**src/htd_ram.sv**
```systemverilog
`timescale 1ns / 1ps
// Generic single-port-write, single-port-read RAM with registered read data.
// No dependencies.
module htd_ram #(
  parameter int WIDTH = 8,
  parameter int DEPTH = 256,
  localparam int AW   = $clog2(DEPTH)
) (
  input  logic             clk,
  input  logic             we,
  input  logic [AW-1:0]    waddr,
  input  logic [WIDTH-1:0] wdata,
  input  logic [AW-1:0]    raddr,
  output logic [WIDTH-1:0] rdata
);

  logic [WIDTH-1:0] mem [DEPTH];

  always_ff @(posedge clk) begin
    if (we) begin
      mem[waddr] <= wdata;
    end
    rdata <= mem[raddr];
  end

endmodule

```
**config.mk**
```make
export PLATFORM = sky130hd
export DESIGN_NAME = htd_ram
export DESIGN_NICKNAME = d
export VERILOG_FILES = /design/src/htd_ram.sv
export SDC_FILE = /design/constraint.sdc
export NUM_CORES = 2
export LEC_CHECK = 0
export ABC_AREA = 1
export BUFFER_PORTS_ARGS = -buffer_cell sky130_fd_sc_hd__clkbuf_2
export CAP_MARGIN = 5
export CORE_MARGIN = 5
export CORE_UTILIZATION = 55
export DETAILED_ROUTE_END_ITERATION = 7
export PLACE_DENSITY = 0.73
export RECOVER_POWER = 25
export SLEW_MARGIN = 20
export SYNTH_ARGS = -nofsm -noshare
export SYNTH_HDL_FRONTEND = slang
export SYNTH_SLANG_ARGS = --single-unit
```
**constraint.sdc**
```tcl
create_clock -name clk -period 1.9 [get_ports clk]
set_clock_uncertainty 0.2 [all_clocks]
set_input_delay 0 -clock clk [delete_from_list [all_inputs] [get_ports clk]]
set_output_delay 0 -clock clk [all_outputs]
set_load 0.05 [all_outputs]
```
==> impl_summary.txt <==
----------------------------------------------------
[Power]
  Internal power ... 74.2 mW
  Clock power share ... 40.8%
  Net switching power figure ... 21.9 mW
  Sequential Power Share ... 52.1%
  Switching power as a share of total power ... 22.8%
  Logic gate share of total power ... roughly 7.1%
  Areal power density over the cells ... 980 nW/um^2
  Leakage power ... between 30 and 40 nW
  Maximum ir drop on the vdd rail ... slightly above 1 mV

[Cells and area]
  Layout overhead on the synthesized area ... 17.6%
  FF/Latch Area ... ~62000 sq um
  Share of layout cells above drive strength 1 ... between 10 and 15%
  Most common library cell in the layout ignoring fill and taps ... sky130_fd_sc_hd__nand2_1
  Post-route cell area ... a little under 100000 sq um
  Number of filler cells placed in the layout ... about 11000
  Leading cell types in the layout, fill and taps excluded ... sky130_fd_sc_hd__nand2_1, sky130_fd_sc_hd__edfxtp_1, sky130_fd_sc_hd__nand3_1
  Multi-input gate area in the final layout ... 19800 sq um
  Finished Core Util ... 65.2%
  Fin nets ... 7520

[Logic synthesis]
  YS warnings ... 0
  Post-synth net total ... 7029
  #FFs+latches synth ... roughly 2100
  Cell count after synthesis ... 7003
  Register area share after synthesis ... 73.9%
  Average footprint of a synthesized cell ... ~12 sq um
  Netlist cell types ... 14
  Post-synthesis instance area ... 83400 sq um

[Critical path]
  Setup crit end kind ... flip-flop
  Reg2reg setup slack ... -70 ps
  Arrival time worst endpoint ... roughly 2300 ps
  Reg-to-reg critical path startpoint ... mem[6][3]$_DFFE_PP_
  Data required time of the critical path ... about 2200 ps
  R2r worst-path depth ... 10
  Crit Reg-Reg Endpoint ... rdata[3]$_DFF_P_
  Kind of launch point of the worst setup path ... input pin
  Maximum fanout along the worst path ... 42
  Class of the most critical setup path ... in -> reg

[Timing]
  Setup repair after global routing missed its margin ... true
  Transition at the pin with the smallest max-transition slack ... roughly 1700 ps
  Count of final setup violators ... 46
  Post-route clock period utilization ... 105%
  Highest clock rate ... approximately 0.50 GHz
  Fin crit period ... 1990 ps
  Worst slew margin relative to its limit ... -14.2%
  Setup slack of the critical path after layout ... -90.1 ps
  Final count of hold timing violations ... 0
  Pins Over Slew Limit ... 267

[GRT]
  Wire length of the first global-routing pass ... between 300000 and 400000 microns
  Via count of the first global-routing pass ... 55800
  Overall routing resource usage ... 29.3%
  Pin count of the biggest net entering global routing ... 76
  Number of antenna violations at the first check in global routing ... 10
  Final global-route overflow total ... 0

[Clocking]
  Clock latency reported for the late side of the worst-skew pair ... 860 ps
  Maximum count of clock buffers along a single path ... 3
  Clock root buffer ... sky130_fd_sc_hd__clkbuf_16
  TritonCTS clock tree ... built
  Num CTS Buffers ... ~200
  Number of H-tree levels ... 4
  Clock edge transition at the registers on the reported setup and hold paths ... 60 ps
  Setup Fix Bufs, Post-CTS ... 0
  Clock sink count ... 2056

[Place]
  Placed cell area ... around 91000 sq um
  Sum of net half-perimeters after detailed placement ... 144000 microns
  Count of input and output buffers ... 33
  Global placement routability congestion ... 0.932

[Detailed routing]
  Routed WL ... 235000 microns
  Number of nets with antenna violations after routing ... 0
  Routed vias ... 58600
  DR vias/cell ... 6.05
  Remaining DRCs ... 0
  Number of design-rule violations left by the first detailed-router iteration ... 8541
  First-pass iteration count of the detailed router ... 8
  Post-detailed-route wirelength per cell ... 24.3 microns

[Die]
  Row count ... around 140
  Vertical die dimension ... around 400 microns
  Count of pins on the block boundary ... 34
  Core region area ... 150000 sq um
  Die Area ... 160000 sq um
  Horizontal extent of the die ... 399 microns
  Initial standard-cell utilization of the core ... 55.5%

[Run status]
  Failing checks ... max-capacitance violations, max-slew violations, negative setup slack
  Run status ... finished with violations

[Hold path]
  Worst min path class ... in -> reg
  Worst min-delay path startpoint ... waddr[1]
  Number of cells on the worst hold path ... 7
  End of the worst hold path ... mem[129][2]$_DFFE_PP_

[Flow run]
  Number of violations of the max-capacitance limit ... 4

----------------------------------------------------
## kinds of logic after synthesis
family,after synthesis,share of synthesized area (%)
buffers and inverters,522,3.12
DFF,2056,73.9
and+or+nand+nor,4425,22.9
## synth_stat cells
| cell type | instances | share of area (%) |
|---|---|---|
| sky130_fd_sc_hd__buf_6 | 16 | 0.22 |
| sky130_fd_sc_hd__dfxtp_1 | 8 | 0.19 |
| sky130_fd_sc_hd__nor2_1 | 283 | 1.3 |
| sky130_fd_sc_hd__clkbuf_1 | 112 | 0.50 |
| sky130_fd_sc_hd__nand3_1 | 2019 | 12 |
| sky130_fd_sc_hd__inv_4 | 1 | 0.0075 |
| sky130_fd_sc_hd__edfxtp_1 | 2048 | 74 |
| sky130_fd_sc_hd__buf_4 | 46 | 0.41 |
| sky130_fd_sc_hd__buf_2 | 268 | 1.6 |
| sky130_fd_sc_hd__buf_8 | 1 | 0.018 |
| sky130_fd_sc_hd__buf_1 | 40 | 0.18 |
| sky130_fd_sc_hd__inv_1 | 36 | 0.16 |
| sky130_fd_sc_hd__inv_2 | 2 | 0.0090 |
| sky130_fd_sc_hd__nand2_1 | 2123 | 9.6 |
## registers in the layout, summed over array words and instances, names as in the netlist
name and flops:
mem 2048, rdata 8
## per-stage QoR
step | setup WS (ps) | hold slack [ps] | cells | setup TNS (ps) | total power, mW
2_1_floorplan | 209 | -101 | 7003 | 0 | 54.2
3_3_place_gp | -787 | 181 | 9263 | -5290 | 57.4
3_5_place_dp | -794 | 181 | 9263 | -5310 | 57.5
4_1_cts | -12.4 | 18.3 | 9682 | -73.1 | 96.2
5_1_grt | -56.1 | 43.3 | 9680 | -227 | 98.8
6_report | -90.1 | 11.7 | 9689 | -1240 | 96.1
## how the worst max path moves through the flow
stage | startpoint | end | slack, ps | depth (start not counted)
global placement | raddr[1] | rdata[1]$_DFF_P_ | -790 | 14
CTS | mem[103][1]$_DFFE_PP_ | rdata[1]$_DFF_P_ | -10 | 10
floorplan | we | mem[162][0]$_DFFE_PP_ | 210 | 4
global route | mem[190][4]$_DFFE_PP_ | rdata[4]$_DFF_P_ | -60 | 10
finish | wdata[0] | mem[226][0]$_DFFE_PP_ | -90 | 3
detailed placement | raddr[1] | rdata[1]$_DFF_P_ | -790 | 14
## power groups by stage
stage          Clock (mW)  Sequential, mW  Combinational (mW)
2_1_floorplan           0            51.1                3.09
3_3_place_gp            0            51.0                6.36
3_5_place_dp            0            51.0                6.48
4_1_cts              39.5            50.0                6.70
5_1_grt              41.5            50.0                7.23
6_report             39.2            50.1                6.84
## what timing repair did
item,in CTS,in global routing
gates cloned,0,1
hold endpoints to repair,3974,25
hold buffers,49,2
pin swaps,0,8
setup endpoints to repair,9,264
gates resized for setup,53,91
## metal layers
layer  up-vias  track usage (%)  share of wire (%)
met5         -                0              0.013
met4         4             12.2                4.5
met2      3823             44.7                 46
met1     28300             39.8                 37
met3       658             8.51                 13
li1      25900                -                  -
## layout make-up
class	instances	share of cell area, %
Clock inverter	132	1.39
Antenna cell	9	0.0230
Tap cell	2016	2.57
Clock buffer	238	5.23
Multi-Input combinational cell	4425	20.2
Inverter	39	0.184
Sequential cell	2056	62.9
Timing Repair Buffer	774	7.55
## worst max-delay path, stage by stage
cell                            delay, ps
sky130_fd_sc_hd__dlygate4sd3_1        530
sky130_fd_sc_hd__clkbuf_1             990
sky130_fd_sc_hd__clkbuf_4             720
No activity file was read; power rests on OpenSTA's default activity.
