<file path="src/htd_pkg.sv">
`timescale 1ns / 1ps
// Shared constants, codes and types of the Huffman tree stream decoder.
// No dependencies; all files but htd_ram refer to it by scoped names.
package htd_pkg;

  localparam int SYMBOL_COUNT = 256;
  localparam int MAX_NODES    = 511;
  localparam int STACK_DEPTH  = 256;

  localparam int SYM_W      = 8;
  localparam int OPCODE_W   = 2;
  localparam int STATUS_W   = 2;
  localparam int NODE_AW    = $clog2(MAX_NODES + 1);
  localparam int NODE_DEPTH = 1 << NODE_AW;
  localparam int STACK_AW   = $clog2(STACK_DEPTH);

  localparam logic [SYM_W-1:0] CH_INTERNAL = 8'h49;
  localparam logic [SYM_W-1:0] CH_LEAF     = 8'h4C;

  typedef logic [NODE_AW-1:0]  node_idx_t;
  typedef logic [STACK_AW-1:0] stk_addr_t;
  typedef logic [STACK_AW:0]   stk_cnt_t;
  typedef logic [STACK_AW+1:0] stk_ext_t;

  typedef enum logic [OPCODE_W-1:0] {
    OP_TREE  = 2'd0,
    OP_BIT   = 2'd1,
    OP_END   = 2'd2,
    OP_CLEAR = 2'd3
  } opcode_t;

  typedef enum logic [STATUS_W-1:0] {
    ST_SYMBOL   = 2'd0,
    ST_END_OK   = 2'd1,
    ST_END_MID  = 2'd2,
    ST_BAD_TREE = 2'd3
  } status_t;

  // Node word. The left child of an internal node is always the next node in
  // preorder, so only the right link is stored.
  typedef struct packed {
    logic              rv;
    node_idx_t         right;
    logic [SYM_W-1:0]  symbol;
    logic              leaf;
  } node_t;

  localparam int NODE_W = $bits(node_t);

  typedef struct packed {
    logic      en;
    node_idx_t addr;
    node_t     data;
  } node_wr_t;

  typedef struct packed {
    logic      en;
    stk_addr_t addr;
    node_idx_t data;
  } stk_wr_t;

  typedef struct packed {
    logic             valid;
    logic [SYM_W-1:0] symbol;
    status_t          status;
  } res_t;

endpackage

</file>
<file path="src/htd_core.sv">
`timescale 1ns / 1ps
// Execute stage of the decoder: tree rebuild, code bit walk, state registers
// and the address/write side of both memories. Depends on htd_pkg.
module htd_core (
  input  logic                         clk,
  input  logic                         rst_n,
  input  logic                         in_valid,
  input  logic [htd_pkg::OPCODE_W-1:0] in_opcode,
  input  logic [htd_pkg::SYM_W-1:0]    in_value,
  output logic                         in_ready,
  input  logic                         out_free,
  input  htd_pkg::node_t               node_rdata,
  input  htd_pkg::node_idx_t           stk_rdata,
  output htd_pkg::node_idx_t           node_raddr,
  output htd_pkg::stk_addr_t           stk_raddr,
  output htd_pkg::node_wr_t            node_wr,
  output htd_pkg::stk_wr_t             stk_wr,
  output htd_pkg::res_t                res
);

  // execute stage word
  logic                      b_valid_r, b_valid_nxt;
  htd_pkg::opcode_t          b_op_r;
  logic [htd_pkg::SYM_W-1:0] b_val_r;
  logic                      b_phase_r, b_phase_nxt;

  // decoder state
  htd_pkg::node_idx_t node_count_r, node_count_nxt;
  htd_pkg::node_idx_t cursor_r, cursor_nxt;
  htd_pkg::stk_cnt_t  rcount_r, rcount_nxt;
  logic               left_pend_r, left_pend_nxt;
  logic               awaiting_r, awaiting_nxt;
  logic               fault_r, fault_nxt;
  htd_pkg::node_t     cur_r, cur_nxt;
  htd_pkg::node_t     root_r, root_nxt;
  htd_pkg::node_idx_t node_raddr_r;
  htd_pkg::stk_addr_t stk_raddr_r;

  htd_pkg::stk_cnt_t  stack_top, avail, rd_slot, push_slot;
  htd_pkg::node_idx_t child_idx;
  logic nc_nz, tb_active, leaf_byte, mark_leaf, mark_int, bad_byte, sym_ok;
  logic add_req, overflow, add_ok, pop_right, first_write, emit_op, b_fire, in_fire;
  logic walk_bad, go_right, left_ok, right_ok, child_ok;

  assign nc_nz     = (node_count_r != '0);
  assign stack_top = rcount_r + htd_pkg::stk_cnt_t'(left_pend_r);
  assign avail     = stack_top - htd_pkg::stk_cnt_t'(nc_nz);

  // tree byte decode
  assign tb_active = b_valid_r && (b_op_r == htd_pkg::OP_TREE) && !fault_r &&
                     !(nc_nz && (stack_top == '0) && !awaiting_r);
  assign leaf_byte = tb_active && awaiting_r;
  assign mark_leaf = tb_active && !awaiting_r && (b_val_r == htd_pkg::CH_LEAF);
  assign mark_int  = tb_active && !awaiting_r && (b_val_r == htd_pkg::CH_INTERNAL);
  assign bad_byte  = tb_active && !awaiting_r && (b_val_r != htd_pkg::CH_LEAF) &&
                     (b_val_r != htd_pkg::CH_INTERNAL);
  assign sym_ok    = ({1'b0, b_val_r} < (htd_pkg::SYM_W+1)'(htd_pkg::SYMBOL_COUNT));
  assign add_req   = (leaf_byte && sym_ok) || mark_int;
  assign overflow  = (node_count_r >= htd_pkg::node_idx_t'(htd_pkg::MAX_NODES)) ||
                     (mark_int && (({1'b0, avail} + htd_pkg::stk_ext_t'(2)) >
                                   htd_pkg::stk_ext_t'(htd_pkg::STACK_DEPTH)));
  assign add_ok    = add_req && !overflow;
  // a right slot fill needs the parent written before the new node
  assign pop_right   = add_ok && nc_nz && !left_pend_r;
  assign first_write = pop_right && !b_phase_r;
  assign push_slot   = rcount_r - htd_pkg::stk_cnt_t'(pop_right);

  // code bit walk
  assign walk_bad  = fault_r || !nc_nz;
  assign go_right  = b_val_r[0];
  assign left_ok   = !cur_r.leaf && (({1'b0, cursor_r} + 1'b1) < {1'b0, node_count_r});
  assign right_ok  = !cur_r.leaf && cur_r.rv;
  assign child_ok  = go_right ? right_ok : left_ok;
  assign child_idx = go_right ? cur_r.right : cursor_r + 1'b1;

  assign emit_op  = (b_op_r == htd_pkg::OP_BIT) || (b_op_r == htd_pkg::OP_END);
  assign b_fire   = b_valid_r && !first_write && (!emit_op || out_free);
  assign in_ready = !b_valid_r || b_fire;
  assign in_fire  = in_valid && in_ready;

  always_comb begin
    node_wr = '0;
    if (first_write) begin
      node_wr.en         = 1'b1;
      node_wr.addr       = stk_rdata;
      node_wr.data.rv    = 1'b1;
      node_wr.data.right = node_count_r;
    end else if (b_fire && add_ok) begin
      node_wr.en          = 1'b1;
      node_wr.addr        = node_count_r;
      node_wr.data.leaf   = leaf_byte;
      node_wr.data.symbol = leaf_byte ? b_val_r : '0;
    end
  end

  always_comb begin
    stk_wr      = '0;
    stk_wr.en   = b_fire && add_ok && mark_int;
    stk_wr.addr = push_slot[htd_pkg::STACK_AW-1:0];
    stk_wr.data = node_count_r;
  end

  always_comb begin
    node_count_nxt = node_count_r;
    cursor_nxt     = cursor_r;
    rcount_nxt     = rcount_r;
    left_pend_nxt  = left_pend_r;
    awaiting_nxt   = awaiting_r;
    fault_nxt      = fault_r;
    // keep the cached cursor and root words coherent with table writes
    cur_nxt        = (node_wr.en && (node_wr.addr == cursor_r)) ? node_wr.data : cur_r;
    root_nxt       = (node_wr.en && (node_wr.addr == '0)) ? node_wr.data : root_r;
    res.valid      = 1'b0;
    res.symbol     = '0;
    res.status     = htd_pkg::ST_SYMBOL;
    if (b_fire) begin
      unique case (b_op_r)
        htd_pkg::OP_TREE: begin
          if (leaf_byte) begin
            awaiting_nxt = 1'b0;
          end
          if (mark_leaf) begin
            awaiting_nxt = 1'b1;
          end
          if (bad_byte || (leaf_byte && !sym_ok) || (add_req && overflow)) begin
            fault_nxt = 1'b1;
          end
          if (add_ok) begin
            node_count_nxt = node_count_r + 1'b1;
            rcount_nxt     = push_slot + htd_pkg::stk_cnt_t'(mark_int);
            left_pend_nxt  = mark_int;
          end
        end
        htd_pkg::OP_BIT: begin
          res.valid = 1'b1;
          if (walk_bad || !child_ok) begin
            res.status = htd_pkg::ST_BAD_TREE;
            cursor_nxt = '0;
            cur_nxt    = root_r;
          end else if (node_rdata.leaf) begin
            res.symbol = node_rdata.symbol;
            cursor_nxt = '0;
            cur_nxt    = root_r;
          end else begin
            // descend: no word for an inner node
            res.valid  = 1'b0;
            cursor_nxt = child_idx;
            cur_nxt    = node_rdata;
          end
        end
        htd_pkg::OP_END: begin
          res.valid = 1'b1;
          if (walk_bad) begin
            res.status = htd_pkg::ST_BAD_TREE;
          end else if (cursor_r != '0) begin
            res.status = htd_pkg::ST_END_MID;
          end else begin
            res.status = htd_pkg::ST_END_OK;
          end
          cursor_nxt = '0;
          cur_nxt    = root_r;
        end
        htd_pkg::OP_CLEAR: begin
          node_count_nxt = '0;
          cursor_nxt     = '0;
          rcount_nxt     = '0;
          left_pend_nxt  = 1'b0;
          awaiting_nxt   = 1'b0;
          fault_nxt      = 1'b0;
        end
        default: begin
          fault_nxt = fault_r;
        end
      endcase
    end
  end

  always_comb begin
    b_valid_nxt = b_valid_r;
    if (in_fire) begin
      b_valid_nxt = 1'b1;
    end else if (b_fire) begin
      b_valid_nxt = 1'b0;
    end
    b_phase_nxt = b_phase_r;
    if (b_fire) begin
      b_phase_nxt = 1'b0;
    end else if (first_write) begin
      b_phase_nxt = 1'b1;
    end
  end

  // Issue reads for the incoming word from next-state values; hold otherwise.
  assign rd_slot    = rcount_nxt - 1'b1;
  assign node_raddr = in_fire ? (in_value[0] ? cur_nxt.right : cursor_nxt + 1'b1)
                              : node_raddr_r;
  assign stk_raddr  = in_fire ? rd_slot[htd_pkg::STACK_AW-1:0] : stk_raddr_r;

  always_ff @(posedge clk) begin
    if (!rst_n) begin
      b_valid_r    <= 1'b0;
      b_phase_r    <= 1'b0;
      node_count_r <= '0;
      cursor_r     <= '0;
      rcount_r     <= '0;
      left_pend_r  <= 1'b0;
      awaiting_r   <= 1'b0;
      fault_r      <= 1'b0;
    end else begin
      b_valid_r    <= b_valid_nxt;
      b_phase_r    <= b_phase_nxt;
      node_count_r <= node_count_nxt;
      cursor_r     <= cursor_nxt;
      rcount_r     <= rcount_nxt;
      left_pend_r  <= left_pend_nxt;
      awaiting_r   <= awaiting_nxt;
      fault_r      <= fault_nxt;
    end
  end

  always_ff @(posedge clk) begin
    if (in_fire) begin
      b_op_r  <= htd_pkg::opcode_t'(in_opcode);
      b_val_r <= in_value;
    end
    cur_r        <= cur_nxt;
    root_r       <= root_nxt;
    node_raddr_r <= node_raddr;
    stk_raddr_r  <= stk_raddr;
  end

endmodule

</file>
<file path="config.mk">
export PLATFORM = sky130hd
export DESIGN_NAME = htd_core
export DESIGN_NICKNAME = d
export VERILOG_FILES = /design/src/htd_pkg.sv /design/src/htd_core.sv
export SDC_FILE = /design/constraint.sdc
export NUM_CORES = 1
export LEC_CHECK = 0
export BUFFER_PORTS_ARGS = -buffer_cell sky130_fd_sc_hd__buf_2
export CAP_MARGIN = 20
export CORE_MARGIN = 2
export CORE_UTILIZATION = 40
export CTS_BUF_LIST = sky130_fd_sc_hd__clkbuf_8
export CTS_CLUSTER_SIZE = 8
export DETAILED_ROUTE_END_ITERATION = 10
export PLACE_DENSITY = 0.71
export SLEW_MARGIN = 20
export SYNTH_ARGS = -nofsm -noshare
export SYNTH_HDL_FRONTEND = slang
export SYNTH_SLANG_ARGS = --single-unit
</file>
<file path="constraint.sdc">
create_clock -name clk -period 8.29 [get_ports clk]
set_input_delay 0.4145 -clock clk [delete_from_list [all_inputs] [get_ports clk]]
set_output_delay 0.4145 -clock clk [all_outputs]
set_load 0.03 [all_outputs]
</file>
==> out/summary.txt <==
Outcome = complete, no violations
Pwr/cell area = 125 nW/um2
Layout Utilization = 47.1%
CP max-delay cell = or4b_4
Hold buffers post-CTS = 0
Die width = 133 um
Syn_area_per_cell = 7.88 um2
Combinational share of power = 18.3%
TritonCTS buffer count = 9
Setup crit end = stk_raddr[7]
Root Buffer = clkbuf_8
Vias in the first global route = 6,208
Total track usage = 24.3%
Most frequent cells in the layout = buf_2 (117), nor2_1 (80), nand2_1 (68), dfxtp_1 (60), a21oi_1 (59)
Skew final = 0.00748 ns
Share of cells above drive strength 1 = 20.8%
DR iter-0 viols = 753
Top Family by Delay on Critical Path = simple AND/OR/NAND/NOR gates
Routability cong. = 0.995
Synth Area in Compound Gates = 23.9%
Critical path required time = 7.88 ns
Arr. time, crit path = 7.49 ns
Die area = 17,700 um2
Worst-Margin Slew = 0.864 ns
Asr flop ratio synth = 0%
N_diodes = 0
Sequential fraction of the synthesis area = 27.5%
Post-Route Setup TNS = 0 ns
Max incr delay on CP = 0.51 ns
Cells after Synth = 846
Initial antenna violation count = 1
Hold Crit Class = primary input to register
Area growth syn-to-layout = 15.9%
Syn Nets = 916
Routed WL per cell = 18.7 um
Critical path capture point type = output pin
Top cell type's share of synthesized area = 18.0%
Total Wirelength = 22,000 um
Worst r2r src = node_count_r[0]
Avg Vias per Cell = 5.92
Rel. slew slack = 42.4%
CP Depth = 30
Post-Synth Adder-Cell Area = 5.26%
Mux cell area share after synthesis = 3.21%
Top-Level Pins = 118
Switching share of power = 31.4%
Global-route wire length before repair = 33,900 um
DR pass1 iterations = 5
Core area = 16,400 um2
Cell mode on critical path = ha_1
Crit path buf inv count = 3
VDD IR max = 109 uV
CTS Sinks = 81
DRC viols = 0
Netlist cell types = 89
Die height = 133 um
Commonest non-fill, non-tap cell in the layout = buf_2
DR vias = 6,946
Largest family of logic cells by synthesized area = simple AND/OR/NAND/NOR gates
Area leader, netlist = dfxtp_1
Dpl hpwl = 16,900 um
Worst Path Max Fanout = 7
Simple-Gate Fraction of Synth Area = 27.2%
I/O Buffers = 117
Final Net Count = 1,018
CTS tree = yes
Area of the mapped netlist = 6670 um2
EDFF count, synth = 21
P_sw = 303 uW
Fin crit share = 95.3%
Total power = 965 uW
Max-Cap Viols = 0
Post-Synth XOR/XNOR Area = 6.83%
Rows = 47
Setup violations, final = 0
Top cells by area, synth = dfxtp_1 (18%), edfxtp_1 (9.5%), ha_1 (5.3%), nor2_1 (4.5%), a21oi_1 (4.4%)
Tmin final = 7.90 ns
Worst-case hold slack = 0.203 ns
Register bit total from synthesis = 81
Starting Density = 40.6%
GR Overflow Total = 0
Reg2Reg Depth = 29
Reg2reg setup slack = 1.34 ns
Clock-pin slew on the worst setup and hold paths = 0.09 ns
Leak = 3.26 nW
Later-pin clock latency in the skew report = 0.38 ns
Pint = 662 uW
Hold Vio Cnt, Final = 0
Fillcell total = 1,634
Largest net degree at the start of global routing = 27
Crit Path Class = register to output pin
Share of power burned in registers = 46.1%
Crit start category = register
Primary FF master, synth = dfxtp_1
Worst setup path start = node_count_r[0]
Max Freq = 0.127 GHz
Synth warn = 0
Clk buf depth = 2
Clk pwr share = 35.6%
Worst r2r dst = stk_raddr_r[7]
Fin. max-slew vios = 0
H-tree levels = 3
Antenna Nets Post-Route = 0
## per-layer routing
metal	vias up	global-route usage [%]	wire length, um
met1	3224	34.5	9640
met3	49	4.75	2110
met5	-	0	13
met4	2	8.12	542
met2	371	36.9	9660
li1	3300	-	-
## cells in the mapped netlist, types with 4 or more instances
master    number
a211o_1        4
a211oi_1      10
a21boi_0       8
a21oi_1       59
a22o_1        14
a22oi_1        4
a31oi_1        9
and2_1        14
and3_1        16
buf_2          5
buf_4          8
clkbuf_1      26
dfxtp_1       60
edfxtp_1      21
ha_1          28
inv_1         51
mux2i_1       18
nand2_1       68
nand2b_1       9
nand3_1       40
nand3b_1       6
nand4_1        9
nor2_1        80
nor2b_1       15
nor3_1        33
nor3b_1        6
nor4_1        11
o211ai_1       6
o21a_1         4
o21ai_0       40
o22ai_1        6
o31ai_1        8
o41ai_1        9
or2_2          8
or3_1          8
or4_1          5
xnor2_1       27
xor2_1        15
## worst register-to-register path, delay by kind of cell, from the launching register on
kind	cells	cell delay, ns
compound gates	5	1.07
xor+xnor	3	0.52
fa+ha+maj	6	1.45
buf+inv	2	0.25
flops	1	0.39
mux	2	0.56
simple gates	11	2.66
## power by group through the flow
stage | sequential, mW | clock (mW) | combinational (mW)
2_1_floorplan | 0.450 | 0 | 0.118
6_report | 0.445 | 0.343 | 0.177
4_1_cts | 0.445 | 0.347 | 0.173
3_3_place_gp | 0.453 | 0 | 0.171
3_5_place_dp | 0.454 | 0 | 0.172
5_1_grt | 0.448 | 0.359 | 0.191
## layout make-up
class | count | area, um2 | share of cell area (%)
well taps | 220 | 275 | 3.56
repair buffers | 134 | 713 | 9.23
multi-input cells | 670 | 4490 | 58.1
clock inverters | 7 | 100 | 1.30
flip-flops and latches | 81 | 1830 | 23.7
clock buffers | 9 | 124 | 1.60
inverters | 52 | 195 | 2.53
## how the worst min path moves through the flow
stage,from,end,slack (ns),cells past startpoint
2_1_floorplan,root_r[0],cur_r[0],0.44,2
3_3_place_gp,stk_raddr_r[4],stk_raddr_r[4],0.43,2
3_5_place_dp,stk_raddr_r[4],stk_raddr_r[4],0.44,2
4_1_cts,in_value[1],b_val_r[1],0.19,1
5_1_grt,in_value[7],b_val_r[7],0.19,1
6_report,in_value[1],b_val_r[1],0.20,1
## kinds of logic after synthesis
family / after synthesis
xor gates and xnor gates: 47
and+or+nand+nor: 348
buffers and inverters: 95
adders and majority gates: 28
muxes: 21
DFF: 81
AOI/OAI and AO/OA: 226
## what timing repair did
action                                  CTS  global route
pin swaps                                 0             1
endpoints found under the setup margin    2             3
setup buffers                             0             4
gates cloned                              0             0
gates resized for setup                   2             6
## stage by stage
stage,cells,area [um2],setup slack [ns]
after floorplan,846,6680,0.114
after global placement,1153,7430,0.467
after detailed placement,1153,7430,0.246
after CTS,1169,7670,0.0427
after global routing,1173,7730,-0.00803
final,1173,7730,0.388
## sequential cells by signal, summed over array words and instances (netlist names)
register and count:
node_count_r 9, cur_r 11, stk_raddr_r 8, awaiting_r 1, b_valid_r 1, root_r 11, b_op_r 2, cursor_r 9
b_val_r 8, fault_r 1, b_phase_r 1, rcount_r 9, left_pend_r 1, node_raddr_r 9
(Power assumes the default switching activity.)
